**src/trb_pkg.sv**
```systemverilog
// ----------------------------------------------------------------------------
// trb_pkg
// Shared types, register codes and the channel blend function for the
// triangle edge rasterizer with alpha blend.
// ----------------------------------------------------------------------------
package trb_pkg;

  localparam int COORD_W     = 14;
  localparam int DELTA_W     = COORD_W + 1;
  localparam int PROD_W      = 2 * DELTA_W;
  localparam int EDGE_W      = 32;
  localparam int ROW_WIDTH_W = 13;
  localparam int CFG_ADDR_W  = 5;
  localparam int CFG_DATA_W  = 32;
  localparam int NUM_EDGES   = 3;

  localparam logic [ROW_WIDTH_W-1:0] ROW_WIDTH_RST = 13'd256;
  localparam logic [7:0]             ALPHA_OPAQUE  = 8'hff;
  localparam logic [8:0]             ALPHA_FULL    = 9'd256;

  typedef enum logic [2:0] {
    REG_V0_X      = 3'd0,
    REG_V0_Y      = 3'd1,
    REG_V1_X      = 3'd2,
    REG_V1_Y      = 3'd3,
    REG_V2_X      = 3'd4,
    REG_V2_Y      = 3'd5,
    REG_FILL      = 3'd6,
    REG_ROW_WIDTH = 3'd7
  } reg_idx_t;

  typedef logic [EDGE_W-1:0] edge_t;

  typedef struct packed {
    logic [NUM_EDGES-1:0][COORD_W-1:0] vx;
    logic [NUM_EDGES-1:0][COORD_W-1:0] vy;
    logic [31:0]                       fill_color;
    logic [ROW_WIDTH_W-1:0]            row_width;
  } cfg_t;

  typedef struct packed {
    logic [7:0] dst_blue;
    logic [7:0] dst_green;
    logic [7:0] dst_red;
    logic [7:0] dst_alpha;
    logic       frame_last;
  } pix_t;

  typedef struct packed {
    pix_t                        pix;
    logic [NUM_EDGES-1:0][EDGE_W-1:0] edge_init;
  } setup_t;

  typedef struct packed {
    logic [7:0] out_blue;
    logic [7:0] out_green;
    logic [7:0] out_red;
    logic [7:0] out_alpha;
    logic       covered;
    logic       frame_done;
  } res_t;

  // Signed difference of two vertex coordinates, one bit wider.
  function automatic logic [DELTA_W-1:0] coord_diff(input logic [COORD_W-1:0] q,
                                                    input logic [COORD_W-1:0] p);
    coord_diff = {q[COORD_W-1], q} - {p[COORD_W-1], p};
  endfunction

  // (c*a + d*(256-a)) >> 8, a in 0..256
  function automatic logic [7:0] blend_chan(input logic [7:0] c,
                                            input logic [7:0] d,
                                            input logic [8:0] a);
    logic [8:0]  inv;
    logic [16:0] pc;
    logic [16:0] pd;
    logic [16:0] sum;
    inv = ALPHA_FULL - a;
    pc  = {9'd0, c} * {8'd0, a};
    pd  = {9'd0, d} * {8'd0, inv};
    sum = pc + pd;
    blend_chan = sum[15:8];
  endfunction

endpackage

```
**src/trb_cfg.sv**
```systemverilog
// ----------------------------------------------------------------------------
// trb_cfg
// APB register file: triangle vertices, fill color and row width.
// ----------------------------------------------------------------------------
module trb_cfg (
  input  logic                           clk,
  input  logic                           rst_n,
  input  logic                           psel,
  input  logic                           penable,
  input  logic                           pwrite,
  input  logic [trb_pkg::CFG_ADDR_W-1:0] paddr,
  input  logic [trb_pkg::CFG_DATA_W-1:0] pwdata,
  output logic [trb_pkg::CFG_DATA_W-1:0] prdata,
  output logic                           pready,
  output trb_pkg::cfg_t                  cfg
);

  trb_pkg::cfg_t     cfg_r;
  trb_pkg::reg_idx_t idx;
  logic              wr_en;

  assign idx    = trb_pkg::reg_idx_t'(paddr[trb_pkg::CFG_ADDR_W-1:2]);
  assign wr_en  = psel & penable & pwrite;
  assign pready = 1'b1;
  assign cfg    = cfg_r;

  always_ff @(posedge clk) begin
    if (!rst_n) begin
      cfg_r.vx         <= '0;
      cfg_r.vy         <= '0;
      cfg_r.fill_color <= '0;
      cfg_r.row_width  <= trb_pkg::ROW_WIDTH_RST;
    end else if (wr_en) begin
      case (idx)
        trb_pkg::REG_V0_X:      cfg_r.vx[0]      <= pwdata[trb_pkg::COORD_W-1:0];
        trb_pkg::REG_V0_Y:      cfg_r.vy[0]      <= pwdata[trb_pkg::COORD_W-1:0];
        trb_pkg::REG_V1_X:      cfg_r.vx[1]      <= pwdata[trb_pkg::COORD_W-1:0];
        trb_pkg::REG_V1_Y:      cfg_r.vy[1]      <= pwdata[trb_pkg::COORD_W-1:0];
        trb_pkg::REG_V2_X:      cfg_r.vx[2]      <= pwdata[trb_pkg::COORD_W-1:0];
        trb_pkg::REG_V2_Y:      cfg_r.vy[2]      <= pwdata[trb_pkg::COORD_W-1:0];
        trb_pkg::REG_FILL:      cfg_r.fill_color <= pwdata;
        trb_pkg::REG_ROW_WIDTH: cfg_r.row_width  <= pwdata[trb_pkg::ROW_WIDTH_W-1:0];
        default: ;
      endcase
    end
  end

  always_comb begin
    case (idx)
      trb_pkg::REG_V0_X:      prdata = 32'(cfg_r.vx[0]);
      trb_pkg::REG_V0_Y:      prdata = 32'(cfg_r.vy[0]);
      trb_pkg::REG_V1_X:      prdata = 32'(cfg_r.vx[1]);
      trb_pkg::REG_V1_Y:      prdata = 32'(cfg_r.vy[1]);
      trb_pkg::REG_V2_X:      prdata = 32'(cfg_r.vx[2]);
      trb_pkg::REG_V2_Y:      prdata = 32'(cfg_r.vy[2]);
      trb_pkg::REG_FILL:      prdata = cfg_r.fill_color;
      trb_pkg::REG_ROW_WIDTH: prdata = 32'(cfg_r.row_width);
      default:                prdata = '0;
    endcase
  end

endmodule

```
**config.mk**
```make
export PLATFORM = sky130hd
export DESIGN_NAME = trb_cfg
export DESIGN_NICKNAME = d
export VERILOG_FILES = /design/src/trb_pkg.sv /design/src/trb_cfg.sv
export SDC_FILE = /design/constraint.sdc
export NUM_CORES = 1
export LEC_CHECK = 0
export ABC_CLOCK_PERIOD_IN_PS = 3400
export BUFFER_PORTS_ARGS = -buffer_cell sky130_fd_sc_hd__buf_2
export CAP_MARGIN = 20
export CORE_AREA = 2 2 188 116
export DETAILED_ROUTE_END_ITERATION = 7
export DIE_AREA = 0 0 190 118
export GPL_TIMING_DRIVEN = 0
export PLACE_DENSITY = 0.58
export SYNTH_ARGS = -nofsm -noshare
export SYNTH_HDL_FRONTEND = slang
export SYNTH_SLANG_ARGS = --single-unit
```
**constraint.sdc**
```tcl
create_clock -name clk -period 3.4 [get_ports clk]
set_clock_uncertainty 0.05 [all_clocks]
set_input_delay 0.34 -clock clk [delete_from_list [all_inputs] [get_ports clk]]
set_output_delay 0.34 -clock clk [all_outputs]
set_load 0.02 [all_outputs]
```
* Word level (Yosys, flattened, before mapping)
Index checks and enable logic that the tools add are counted.
** Operators by class
- Eq/ne operators :: 7
- Bitwise gates (word level) :: 2
- Multiplexer cells :: 1
- Reductions and logical operators :: 9
** Operators with widths (count)
- $pmux W32 S8 :: 1
- $reduce_and A2 Y1 :: 8
- $eq A3 B3 Y1 const B :: 4
- $eq A3 B2 Y1 const B :: 2
- $eq A3 B1 Y1 const B :: 1
- $logic_not A3 Y1 :: 1
- $and A1 B1 Y1 :: 2
** Storage, ports and cells
- Word-level logic and storage cells :: 27
- Output and inout port bits :: 162
- Register bits :: 129
- Bits of input ports :: 42

* Depth between registers and ports, before layout
- Depth in word-level cells :: 3
- Depth in mapped cells :: 8
- Depth with buffers taken out :: 4

* Worst setup path before layout
Ideal clock, no wire load.
- Path type :: input-to-output
- Start point :: input paddr[3] (netlist name)
- End point :: output prdata[2] (netlist name)
- Stages on the path :: 6
- Setup slack :: 1.496 ns
- Buffers on the path :: 3
- Arrival :: 1.514 ns
- Required time :: 3.010 ns
- Cell sequence :: buf_4 -> buf_6 -> buf_2 -> a221oi_1 -> a31oi_1 -> a21oi_1
** Between the ends
- Word-level cells in the longest chain between the ends :: 2
- Elaborated cells between the ends (all ways) :: 9
- Classes of those cells :: eq/ne (7); mux (1); reduce/logical (1)
** Ends and longest elaborated chain
- start: declaration :: RTL line trb_cfg.sv:11 : input logic [trb_pkg::CFG_ADDR_W-1:0] paddr,
- $eq A3 B3 Y1, or another cell as far along :: RTL line trb_cfg.sv:49 : case (idx)
- $pmux W32 S8 (*) :: RTL line trb_cfg.sv:49
- end: declaration :: RTL line trb_cfg.sv:13 : output logic [trb_pkg::CFG_DATA_W-1:0] prdata,
Mark *: on every way between the ends. The rest lies on a longest branch, timed or not.

* Final worst setup path
- Start point :: input paddr[3] (netlist name)
- End point :: output prdata[3] (netlist name)
The elaborated chain is that of the path after synthesis.

==> results.py <==
metrics = {
    "die": {
        "start_util_pct": 29.58,
        "die_height_um": 118,
        "coreArea_mm2": 0.02067,
        "pin_count": 204,
        "std_cell_rows": 41,
        "fp.dieW_um": 190,
        "die-area_mm2": 0.02242,
    },
    "timing": {
        "rsz0062_at_grt": "no",
        "worst_slew_pin_slew_ns": 0.8510,
        "hold_viol": 0,
        "period_minus_slack_ns": 2.945,
        "fmax_mhz": 339.5,
        "slew_headroom_pct": 43.27,
        "period_share_pct": 86.63,
        "tns_ns": 0,
        "slew_violations": 0,
        "setup_violations": 0,
    },
    "placed_design": {
        "hpwl_mm": 18.94,
        "placed_cell_area_mm2": 0.007395,
        "gp_congestion": 0.8832,
        "port_buffers": 186,
        "place_inst": 1205,
    },
    "routing": {
        "wire_per_inst_um": 20.48,
        "routed.top_layer": "met4",
        "m1WireLength_mm": 11.77,
        "drc": 0,
        "wl_met2_mm": 10.18,
        "drtPass1Iterations": 5,
        "drt_iter0_markers": 640,
        "antenna_left": 0,
        "drt_wl_total_mm": 25.35,
        "vias_per_cell": 5.084,
        "wl_met3_mm": 3.274,
        "num_vias": 6294,
    },
    "finish": {
        "final_cells": 1238,
        "final_cell_mix": "buf_2, nand2_1, dfxtp_1, a21boi_0, o21ai_0",
        "fin_area_mm2": 0.008011,
        "largest_reg_flops": 129,
        "utilization_pct": 38.75,
        "nNetsFinal": 987,
        "final_common_cell": "buf_2",
        "fillers": 2152,
        "area_growth_pct": 31.02,
        "drive_gt1_share_pct": 29.23,
    },
    "clock_tree": {
        "cts_hold_buffers": 0,
        "post_cts_buffers": 0,
        "postCtsResizedCells": 0,
        "clk_pin_slew_worst_paths_ns": 0.06,
        "cts_inserted_buffers": 17,
        "cts_sinks": 129,
        "cts_root_buffer": "clkbuf_16",
        "insertion_delay_ns": 0.42,
        "cts_buffer_depth": 2,
        "h-tree-depth": 4,
        "cts_tree": "built",
    },
    "worst_setup_path": {
        "critical_path.top_delay_family": "buffers and inverters",
        "critical_path_class": "input pin to output pin",
        "cp_data_arrival_time_ns": 2.56,
        "worst-path-buf-inv": 4,
        "slowest_stage": "a221oi_1",
        "endpoint": "prdata[3]",
        "cp-start-kind": "input pin",
        "r2r-start": "cfg[107]",
        "cp_num_cells": 8,
        "reg2reg_to": "cfg[107]",
        "cp_slowest_stage_delay_ns": 0.71,
        "worstPathMaxFanout": 10,
        "cp.required_ns": 3.01,
        "crit_path_end_kind": "output pin",
        "worstSetupStartpoint": "paddr[3]",
        "crit_chain": "buf_2 -> buf_4 -> nor2b_1 -> clkbuf_1 -> a221oi_1 -> a221oi_1 -> nor2_1 -> buf_2",
        "rrSetupSlack_ns": 2.55,
        "r2r_cells": 2,
    },
    "min_path": {
        "holdCritPathClass": "input pin to flip-flop",
    },
    "power_and_ir_drop": {
        "ir_drop_mv": 0.3852,
        "leakagePower_nw": 3.358,
        "power_mw": 3.784,
        "power.density_mw_per_mm2": 472.3,
    },
    "yosys": {
        "syn_area_mm2": 0.006115,
        "synth_enable_flop_cells": 0,
        "synth_warnings": 0,
        "syn_nets": 782,
        "syn_avg_cell_area_um2": 8.263,
        "yosysSeqAreaShare_pct": 42.23,
        "ys_ff_latch": 129,
        "syn_inst": 740,
        "async_reset_ff_share_pct": 0,
        "ys.flop_type": "dfxtp_1",
        "yosysUniqueCellTypes": 35,
    },
    "flow_run": {
        "drv_cap": 0,
    },
    "grt": {
        "antenna_found_initial": 1,
        "track_usage_pct": 22.33,
        "grt-ovfl-total": 0,
        "grt_pass1_vias": 5750,
        "grt_max_degree": 17,
        "grt_pass1_wl_mm": 37.23,
    },
    "status": {
        "status": "complete, no violations",
    },
}
## cell type report
cell class                      count  area, um^2  share of cell area [%]
Antenna cell                        1       2.502                 0.03124
Inverter                           13       48.80                  0.6091
Tap cell                          279       349.1                   4.357
Clock buffer                       20       456.7                   5.700
Sequential cell                   129        2582                   32.23
Clock inverter                     12       157.7                   1.968
Multi-Input combinational cell    522        3065                   38.26
Buffer                             76       417.9                   5.216
Timing Repair Buffer              186       930.9                   11.62
## worst register-to-register path, cell delays in order, from the launching register on
cell and delay, ns:
dfxtp_1 0.44, nand2_1 0.07, a21boi_0 0.20
## routing by layer
layer	global-route usage [%]	vias to the layer above
li1	-	2896
met2	30.57	361
met3	7.245	11
met1	33.72	3026
met5	0	-
met4	4.021	0
## synth_stat cells, types with 2 or more instances
master,instances,share of area [%]
nand2_1,201,12
dfxtp_1,129,42
a21boi_0,95,12
o21ai_0,46,3.8
clkbuf_1,33,2.0
nor2_1,29,1.8
mux2i_1,24,3.9
a21boi_1,23,2.8
a221oi_1,21,3.0
buf_2,19,1.6
buf_4,19,2.3
and2_1,18,1.8
inv_1,13,0.80
nor2b_1,12,1.2
mux2_2,11,2.0
a22o_1,10,1.4
a21oi_1,6,0.49
buf_6,5,0.92
nand2b_1,3,0.31
nor2_2,3,0.31
or3_1,3,0.31
mux4_2,2,0.74
o211ai_1,2,0.25
or2_1,2,0.20
## logic make-up (layout without fill, tap and decap cells)
family                 count (synthesis)  in the layout  synth area share, %
AOI/OAI and AO/OA                    206            206                23.76
buffers and inverters                 89            307                7.633
DFF                                  129            129                42.23
muxes                                 37             37                6.691
other                                  1              2              0.06133
and+or+nand+nor                      278            278                19.62
## where the power goes
| part | internal [mW] | switching (mW) | total, mW |
|---|---|---|---|
| Clock | 1.20 | 0.752 | 1.95 |
| Sequential | 1.52 | 0.00921 | 1.53 |
| Combinational | 0.100 | 0.204 | 0.304 |
## worst min-delay path by stage
stage | from | endpoint | slack [ns] | cells after the start
2_1_floorplan | pwdata[13] | cfg[26] | 0.42 | 2
3_3_place_gp | cfg[31] | cfg[31] | 0.40 | 2
3_5_place_dp | cfg[39] | cfg[39] | 0.41 | 2
4_1_cts | pwdata[26] | cfg[39] | 0.09 | 3
5_1_grt | pwdata[26] | cfg[39] | 0.11 | 3
6_report | pwdata[26] | cfg[39] | 0.1 | 3
## through the flow
| stage | setup WS, ns | hold WS, ns |
|---|---|---|
| after global placement | 0.5479 | 0.4020 |
| final | 0.4546 | 0.09816 |
| after detailed placement | 0.5387 | 0.4087 |
| after global routing | 0.3503 | 0.1062 |
| after floorplan | 1.496 | 0.4249 |
| after CTS | 0.5396 | 0.09312 |
(Power assumes the default switching activity.)
