--- src/trb_pkg.sv ---
// ----------------------------------------------------------------------------
// trb_pkg
// Shared types, register codes and the channel blend function for the
// triangle edge rasterizer with alpha blend.
// ----------------------------------------------------------------------------
package trb_pkg;

  localparam int COORD_W     = 14;
  localparam int DELTA_W     = COORD_W + 1;
  localparam int PROD_W      = 2 * DELTA_W;
  localparam int EDGE_W      = 32;
  localparam int ROW_WIDTH_W = 13;
  localparam int CFG_ADDR_W  = 5;
  localparam int CFG_DATA_W  = 32;
  localparam int NUM_EDGES   = 3;

  localparam logic [ROW_WIDTH_W-1:0] ROW_WIDTH_RST = 13'd256;
  localparam logic [7:0]             ALPHA_OPAQUE  = 8'hff;
  localparam logic [8:0]             ALPHA_FULL    = 9'd256;

  typedef enum logic [2:0] {
    REG_V0_X      = 3'd0,
    REG_V0_Y      = 3'd1,
    REG_V1_X      = 3'd2,
    REG_V1_Y      = 3'd3,
    REG_V2_X      = 3'd4,
    REG_V2_Y      = 3'd5,
    REG_FILL      = 3'd6,
    REG_ROW_WIDTH = 3'd7
  } reg_idx_t;

  typedef logic [EDGE_W-1:0] edge_t;

  typedef struct packed {
    logic [NUM_EDGES-1:0][COORD_W-1:0] vx;
    logic [NUM_EDGES-1:0][COORD_W-1:0] vy;
    logic [31:0]                       fill_color;
    logic [ROW_WIDTH_W-1:0]            row_width;
  } cfg_t;

  typedef struct packed {
    logic [7:0] dst_blue;
    logic [7:0] dst_green;
    logic [7:0] dst_red;
    logic [7:0] dst_alpha;
    logic       frame_last;
  } pix_t;

  typedef struct packed {
    pix_t                        pix;
    logic [NUM_EDGES-1:0][EDGE_W-1:0] edge_init;
  } setup_t;

  typedef struct packed {
    logic [7:0] out_blue;
    logic [7:0] out_green;
    logic [7:0] out_red;
    logic [7:0] out_alpha;
    logic       covered;
    logic       frame_done;
  } res_t;

  // Signed difference of two vertex coordinates, one bit wider.
  function automatic logic [DELTA_W-1:0] coord_diff(input logic [COORD_W-1:0] q,
                                                    input logic [COORD_W-1:0] p);
    coord_diff = {q[COORD_W-1], q} - {p[COORD_W-1], p};
  endfunction

  // (c*a + d*(256-a)) >> 8, a in 0..256
  function automatic logic [7:0] blend_chan(input logic [7:0] c,
                                            input logic [7:0] d,
                                            input logic [8:0] a);
    logic [8:0]  inv;
    logic [16:0] pc;
    logic [16:0] pd;
    logic [16:0] sum;
    inv = ALPHA_FULL - a;
    pc  = {9'd0, c} * {8'd0, a};
    pd  = {9'd0, d} * {8'd0, inv};
    sum = pc + pd;
    blend_chan = sum[15:8];
  endfunction

endpackage

--- src/trb_raster.sv ---
// ----------------------------------------------------------------------------
// trb_raster
// Edge walk, coverage test, color blend and result register.
// ----------------------------------------------------------------------------
module trb_raster #(
  parameter int MAX_ROW_WIDTH = 4096
) (
  input  logic            clk,
  input  logic            rst_n,
  input  logic            st_valid,
  output logic            st_ready,
  input  trb_pkg::setup_t st_data,
  input  trb_pkg::cfg_t   cfg,
  output logic            res_valid,
  input  logic            res_ready,
  output trb_pkg::res_t   res
);

  localparam int CNT_W = $clog2(MAX_ROW_WIDTH + 1);
  localparam int CMP_W = ((CNT_W > trb_pkg::ROW_WIDTH_W) ? CNT_W : trb_pkg::ROW_WIDTH_W) + 1;
  localparam int NE    = trb_pkg::NUM_EDGES;
  localparam int EW    = trb_pkg::EDGE_W;
  localparam int DW    = trb_pkg::DELTA_W;

  logic [NE-1:0][EW-1:0] edge_cur_r, edge_cur_nxt;
  logic [NE-1:0][EW-1:0] edge_row_r, edge_row_nxt;
  logic [NE-1:0][EW-1:0] cur_sel, row_sel, dx_ext, dy_ext;
  logic [CNT_W-1:0]      col_r, col_nxt, col_sel;
  logic                  frame_begin_r, frame_begin_nxt;
  logic                  res_valid_r;
  trb_pkg::res_t         res_r, res_nxt;
  logic                  load;
  logic [CMP_W-1:0]      rw_ext, max_ext, width_eff, col_inc;
  logic                  row_end;
  logic                  cov;
  logic [8:0]            alpha;
  trb_pkg::pix_t         pix;

  for (genvar i = 0; i < NE; i++) begin : g_delta
    localparam int Q = (i == NE - 1) ? 0 : i + 1;
    logic [DW-1:0] dx, dy;
    assign dx        = trb_pkg::coord_diff(cfg.vx[Q], cfg.vx[i]);
    assign dy        = trb_pkg::coord_diff(cfg.vy[Q], cfg.vy[i]);
    assign dx_ext[i] = {{(EW - DW){dx[DW-1]}}, dx};
    assign dy_ext[i] = {{(EW - DW){dy[DW-1]}}, dy};
  end

  assign st_ready  = ~res_valid_r | res_ready;
  assign load      = st_valid & st_ready;
  assign res_valid = res_valid_r;
  assign res       = res_r;
  assign pix       = st_data.pix;

  // Clamp row width to 1..MAX_ROW_WIDTH.
  assign rw_ext    = CMP_W'(cfg.row_width);
  assign max_ext   = CMP_W'(MAX_ROW_WIDTH);
  assign width_eff = (rw_ext == '0) ? CMP_W'(1) : ((rw_ext > max_ext) ? max_ext : rw_ext);

  always_comb begin
    cur_sel = frame_begin_r ? st_data.edge_init : edge_cur_r;
    row_sel = frame_begin_r ? st_data.edge_init : edge_row_r;
    col_sel = frame_begin_r ? '0 : col_r;
    col_inc = CMP_W'(col_sel) + CMP_W'(1);
    row_end = (col_inc >= width_eff);

    cov = ~((cur_sel[0][EW-1] ^ cur_sel[1][EW-1]) | (cur_sel[0][EW-1] ^ cur_sel[2][EW-1]));

    alpha = (cfg.fill_color[31:24] == trb_pkg::ALPHA_OPAQUE) ?
            trb_pkg::ALPHA_FULL : {1'b0, cfg.fill_color[31:24]};

    res_nxt.out_blue   = cov ? trb_pkg::blend_chan(cfg.fill_color[7:0], pix.dst_blue, alpha)
                             : pix.dst_blue;
    res_nxt.out_green  = cov ? trb_pkg::blend_chan(cfg.fill_color[15:8], pix.dst_green, alpha)
                             : pix.dst_green;
    res_nxt.out_red    = cov ? trb_pkg::blend_chan(cfg.fill_color[23:16], pix.dst_red, alpha)
                             : pix.dst_red;
    res_nxt.out_alpha  = pix.dst_alpha;
    res_nxt.covered    = cov;
    res_nxt.frame_done = pix.frame_last;

    edge_cur_nxt    = cur_sel;
    edge_row_nxt    = row_sel;
    col_nxt         = '0;
    frame_begin_nxt = 1'b0;
    if (pix.frame_last) begin
      frame_begin_nxt = 1'b1;
    end else if (row_end) begin
      for (int i = 0; i < NE; i++) begin
        edge_row_nxt[i] = row_sel[i] - dx_ext[i];
        edge_cur_nxt[i] = row_sel[i] - dx_ext[i];
      end
    end else begin
      col_nxt = CNT_W'(col_inc);
      for (int i = 0; i < NE; i++) begin
        edge_cur_nxt[i] = cur_sel[i] + dy_ext[i];
      end
    end
  end

  always_ff @(posedge clk) begin
    if (!rst_n) begin
      res_valid_r   <= 1'b0;
      frame_begin_r <= 1'b1;
      col_r         <= '0;
      edge_cur_r    <= '0;
      edge_row_r    <= '0;
    end else begin
      if (st_ready) begin
        res_valid_r <= st_valid;
      end
      if (load) begin
        frame_begin_r <= frame_begin_nxt;
        col_r         <= col_nxt;
        edge_cur_r    <= edge_cur_nxt;
        edge_row_r    <= edge_row_nxt;
      end
    end
  end

  always_ff @(posedge clk) begin
    if (load) begin
      res_r <= res_nxt;
    end
  end

endmodule

--- config.mk ---
export PLATFORM = sky130hd
export DESIGN_NAME = trb_raster
export DESIGN_NICKNAME = d
export VERILOG_FILES = /design/src/trb_pkg.sv /design/src/trb_raster.sv
export SDC_FILE = /design/constraint.sdc
export NUM_CORES = 2
export LEC_CHECK = 0
export ABC_AREA = 1
export ABC_CLOCK_PERIOD_IN_PS = 9630
export BUFFER_PORTS_ARGS = -buffer_cell sky130_fd_sc_hd__buf_2
export CAP_MARGIN = 20
export CORE_UTILIZATION = 57
export CTS_BUF_LIST = sky130_fd_sc_hd__clkbuf_16
export CTS_CLUSTER_DIAMETER = 40
export DETAILED_ROUTE_END_ITERATION = 7
export GPL_TIMING_DRIVEN = 0
export HOLD_SLACK_MARGIN = 0.15
export PLACE_DENSITY_LB_ADDON = 0.12
export RECOVER_POWER = 50
export SLEW_MARGIN = 10
export SYNTH_ARGS = -nofsm -noshare
export SYNTH_HDL_FRONTEND = slang
export SYNTH_SLANG_ARGS = --single-unit
--- constraint.sdc ---
create_clock -name clk -period 9.63 [get_ports clk]
set_clock_uncertainty 0.15 [all_clocks]
set_input_delay 0.963 -clock clk [delete_from_list [all_inputs] [get_ports clk]]
set_output_delay 0.963 -clock clk [all_outputs]
set_load 0.01 [all_outputs]
[After elaboration in Yosys (flattened, before gate mapping)]
Index checks and enable logic that the tools add are counted.
W data, S select, Z words.
Storage, ports and cells
  register bits: 241
  logic and storage cells: 65
  input port bits: 262
  output and inout bits: 36
Cells by class
  bitwise gates (word level): 7
  mux-type cells: 16
  eq/ne operators: 1
  multiply operators: 6
  magnitude comparators: 2
  reduce and logical (&&, ||, !) cells: 1
  add/sub/neg operators: 17
Operator list (count)
  $mux W96: 6
  $add A32 B32 Y32: 3
  $mul A8 B9 Y16: 6
  $sub A32 B32 Y32: 3
  $sub A14 B14 Y15: 6
  $mux W13: 5
  $add A16 B16 Y16: 3
  $mux W8: 3
  $add A13 B1 Y14 const B: 1
  $ge A14 B13 Y1: 1
  $logic_not A14 Y1: 1
  $gt A13 B13 Y1 const B: 1
  $mux W9: 1
  $sub A9 B9 Y9 const A: 1
  $eq A8 B8 Y1 const B: 1
  $not A1 Y1: 2
  $or A1 B1 Y1: 2
  $xor A1 B1 Y1: 2
  $and A1 B1 Y1: 1
  $mux W1: 1

[Depth between registers and ports, before layout]
  depth in word-level cells: 6
  mapped depth: 40
  mapped depth without buffers: 37

[Worst setup path before layout]
No wires, ideal clock.
  path type: input to register
  from: input cfg[38] (netlist bit)
  to: register res_r (netlist bit res[24]), data pin
  setup time: 253 ps
  stages on the path: 31
  arrival time: 7488 ps
  path slack: 1739 ps
  buffers on the path: 3
  required time: 9227 ps
  path through: inv_1 -> nor3_4 -> nand2_4 -> inv_1 -> nor2_1 -> clkbuf_1 -> inv_1 -> clkbuf_1 -> ha_1 -> nand4_1 -> nor2_2 -> xor2_2 -> inv_2 -> buf_6 -> nor2_1 -> fa_1 -> fa_1 -> fa_1 -> fa_1 -> fa_1 -> inv_1 -> fa_1 -> inv_1 -> ha_1 -> a21oi_1 -> o21ai_0 -> a21oi_1 -> nand2_1 -> or2_2 -> nand3_1 -> nand2_1
RTL lines
  start, declared: RTL line trb_raster.sv:13  | input trb_pkg::cfg_t cfg,
  end signal, assigned: RTL line trb_raster.sv:122  | res_r <= res_nxt;
  end, declared: RTL line trb_raster.sv:31  | trb_pkg::res_t res_r, res_nxt;

==> impl_metrics.env <==
export IMPL_outcome="finished, violations left"
export IMPL_violations="max-capacitance violations, max-slew violations"
export IMPL_path_delay_family="adder cells"
export IMPL_cts_buffer_depth=3
export IMPL_layout_common_cells="nand2_1, inv_1, nor2_1, a21oi_1, ha_1"
export IMPL_syn_area_per_cell_um2=6.140
export IMPL_grt_first_pass_wirelength_um=279500
export IMPL_die_w_um=281.9
export IMPL_overflow=0
export IMPL_layout_min_cycle_time_ps=9017
export IMPL_portBuffers=285
export IMPL_cts_buffers=53
export IMPL_start_util_pct=57.65
export IMPL_syn_num_nets=8325
export IMPL_drc_errors=0
export IMPL_highest_layer="met5"
export IMPL_worstHoldStart="edge_cur_r[20]"
export IMPL_report_final_slew_viol_count=29
export IMPL_worst_slew_pin_slew_ps=2847
export IMPL_syn_area_mm2=0.04466
export IMPL_critPathBufInv=8
export IMPL_critPathRequiredTime_ps=9860
export IMPL_ant_nets=0
export IMPL_via_per_inst=5.805
export IMPL_setup_viol=0
export IMPL_p_leak_uw=0.02754
export IMPL_post_dp_hpwl_um=155000
export IMPL_fmax_ghz=0.1109
export IMPL_antenna_found_initial=24
export IMPL_crit_arrival_ps=9250
export IMPL_grt_pass1_vias=47560
export IMPL_fp_row_count=102
export IMPL_syn2layout_area_growth_pct=9.996
export IMPL_vias=50580
export IMPL_finalPower_uw=12210
export IMPL_core_area_mm2=0.07747
export IMPL_drt_iter0_drc=6174
export IMPL_max_stage_delay_ps=660
export IMPL_cp_common_cell="fa_1"
export IMPL_cts_tree="yes"
export IMPL_num_io_pins=298
export IMPL_clk_latency_ps=630
export IMPL_synth_largest_area_cell="nand2_1"
export IMPL_grt_setup_unrepaired="false"
export IMPL_synth_area_leaders="nand2_1, fa_1, ha_1"
export IMPL_critPathSlowestCell="clkbuf_1"
export IMPL_crit_path_max_fanout=10
export IMPL_placedInstanceArea_mm2=0.04744
export IMPL_wl_met1_um=68770
export IMPL_syn_inst=7274
export IMPL_finalInstanceArea_mm2=0.04912
export IMPL_fillers=7672
export IMPL_start_kind="primary input"
export IMPL_fin_crit_sh_pct=93.64
export IMPL_slew_headroom_pct=-89.78
export IMPL_critPathCaptureType="flip-flop"
export IMPL_cts_sinks=241
export IMPL_synth_main_ff_cell="dfxtp_1"
export IMPL_synth_top_area_share_pct=19.31
export IMPL_seq_area_mm2=0.005165
export IMPL_dr_wl_met2_um=79610
export IMPL_yosys_warnings=0
export IMPL_synthArstFlopShare_pct=0
export IMPL_grt_max_degree=29
export IMPL_synth_seq_area_share_pct=11.57
export IMPL_hold_path_class="reg -> reg"
export IMPL_synth_edf_count=34
export IMPL_ir_worst_vdd_uv=871.1
export IMPL_met3_length_um=22840
export IMPL_r2r_start="frame_begin_r"
export IMPL_multi_input_area_mm2=0.03382
export IMPL_hold_viol=0
export IMPL_htree_levels=2
export IMPL_drt_total_wl_um=190300
export IMPL_clock_root_buffer="clkbuf_16"
export IMPL_drive_gt1_share_pct=5.379
export IMPL_drtPass1Iterations=7
export IMPL_ys_types=53
export IMPL_grt_usage_pct=47.20
export IMPL_power_density_mw_per_mm2=248.5
export IMPL_ys_ff_latch=241
export IMPL_nets=8670
export IMPL_finalNonFillerCells=8713
export IMPL_crit_start="cfg[37]"
export IMPL_gp_congestion=1.115
export IMPL_maxCapViolCount=1
export IMPL_final_common_cell="nand2_1"
export IMPL_placedCellCount=8602
export IMPL_cts_hold_buf=0
export IMPL_die_y_um=281.9
export IMPL_cts_reportedPaths_clkPinSlew_ps=50
export IMPL_critical_path_class="in -> reg"
export IMPL_die_area_mm2=0.07947
export IMPL_wl_per_cell_um=21.84
[report_power, final]
| group | total (uW) | internal, uW | switching [uW] |
|---|---|---|---|
| registers | 1270 | 1210 | 54.7 |
| clock network | 1900 | 1200 | 700 |
| logic | 9050 | 3150 | 5890 |
| total | 12200 | 5560 | 6650 |
[Yosys cell counts, drive strengths merged, types with 5 or more instances]
library cell	count
a21oi	466
a31oi	26
nor2	722
xor2	127
nand4	79
o21ai	334
and3	5
nand3b	14
edfxtp	34
or2	9
a21boi	5
xnor2	78
buf	68
nor4	8
a21o	23
clkbuf	126
inv	1269
nor3	56
a22oi	19
fa	330
o21bai	40
nand3	424
nand2	2308
ha	459
and2	5
dfxtp	207
[logic make-up (layout without fill, tap and decap cells)]
family	Yosys count	count (layout)	synth area share [%]
xor+xnor	205	205	4.037
fa+ha+maj	789	789	27.65
compound gates	937	937	11.22
simple gates	3635	3635	32.91
flops	241	241	11.57
buf+inv	1467	1853	12.61
other cells	0	13	0
[layout make-up]
type,instances,share of cell area [%]
timing repair buffer,291,2.927
tap,1040,2.649
multi-input combinational,5566,68.86
clock inverter,39,0.7412
sequential,241,10.51
inverter,1273,9.735
buffer,193,1.607
antenna,13,0.06622
clock buffer,57,2.904
[stage by stage]
stage          setup WS (ps)  util, %  hold slack [ps]  TNS [ps]
6_report               612.7    63.41            312.9         0
5_1_grt                450.4    63.39            329.7         0
4_1_cts                51.05    63.55            314.0         0
3_5_place_dp          -582.3    61.23            305.5     -6851
3_3_place_gp          -465.4    61.17            302.0     -4923
2_1_floorplan           1739        -            295.3         0
[path summary, 6_finish.rpt]
kind	depth (start not counted)	slack [ps]	endpoint
worst min register to register	2	310	edge_cur_r[20]
worst max-delay path	30	610	res[17]
worst max register to register	25	1750	col_r[2]
worst min-delay path	2	310	edge_cur_r[20]
[state kept, by name (all words and copies together) (netlist names)]
register / flops
col_r: 13
edge_cur_r: 96
edge_row_r: 96
frame_begin_r: 1
res: 34
res_valid: 1
[routing by layer]
layer  up-vias  GRT usage (%)
met5         -         0.9158
li1      23480              -
met1     23050          55.57
met3       812          12.08
met2      3206          72.51
met4        26          38.48
[what timing repair did]
action,in CTS,in global routing
hold endpoints to repair,0,0
gates resized for setup,0,1
endpoints found under the setup margin,0,17
setup buffers,0,2
[worst reg2reg max path, delay by kind of cell, from the launching register on]
family,cells,cell delay [ps]
AO/OA/AOI/OAI,1,130
XOR/XNOR,1,230
adder cells (fa/ha/maj),2,490
buffers and inverters,8,2930
flip-flops,1,370
AND/OR/NAND/NOR,13,3490
Power figures use the tool's default switching activity.
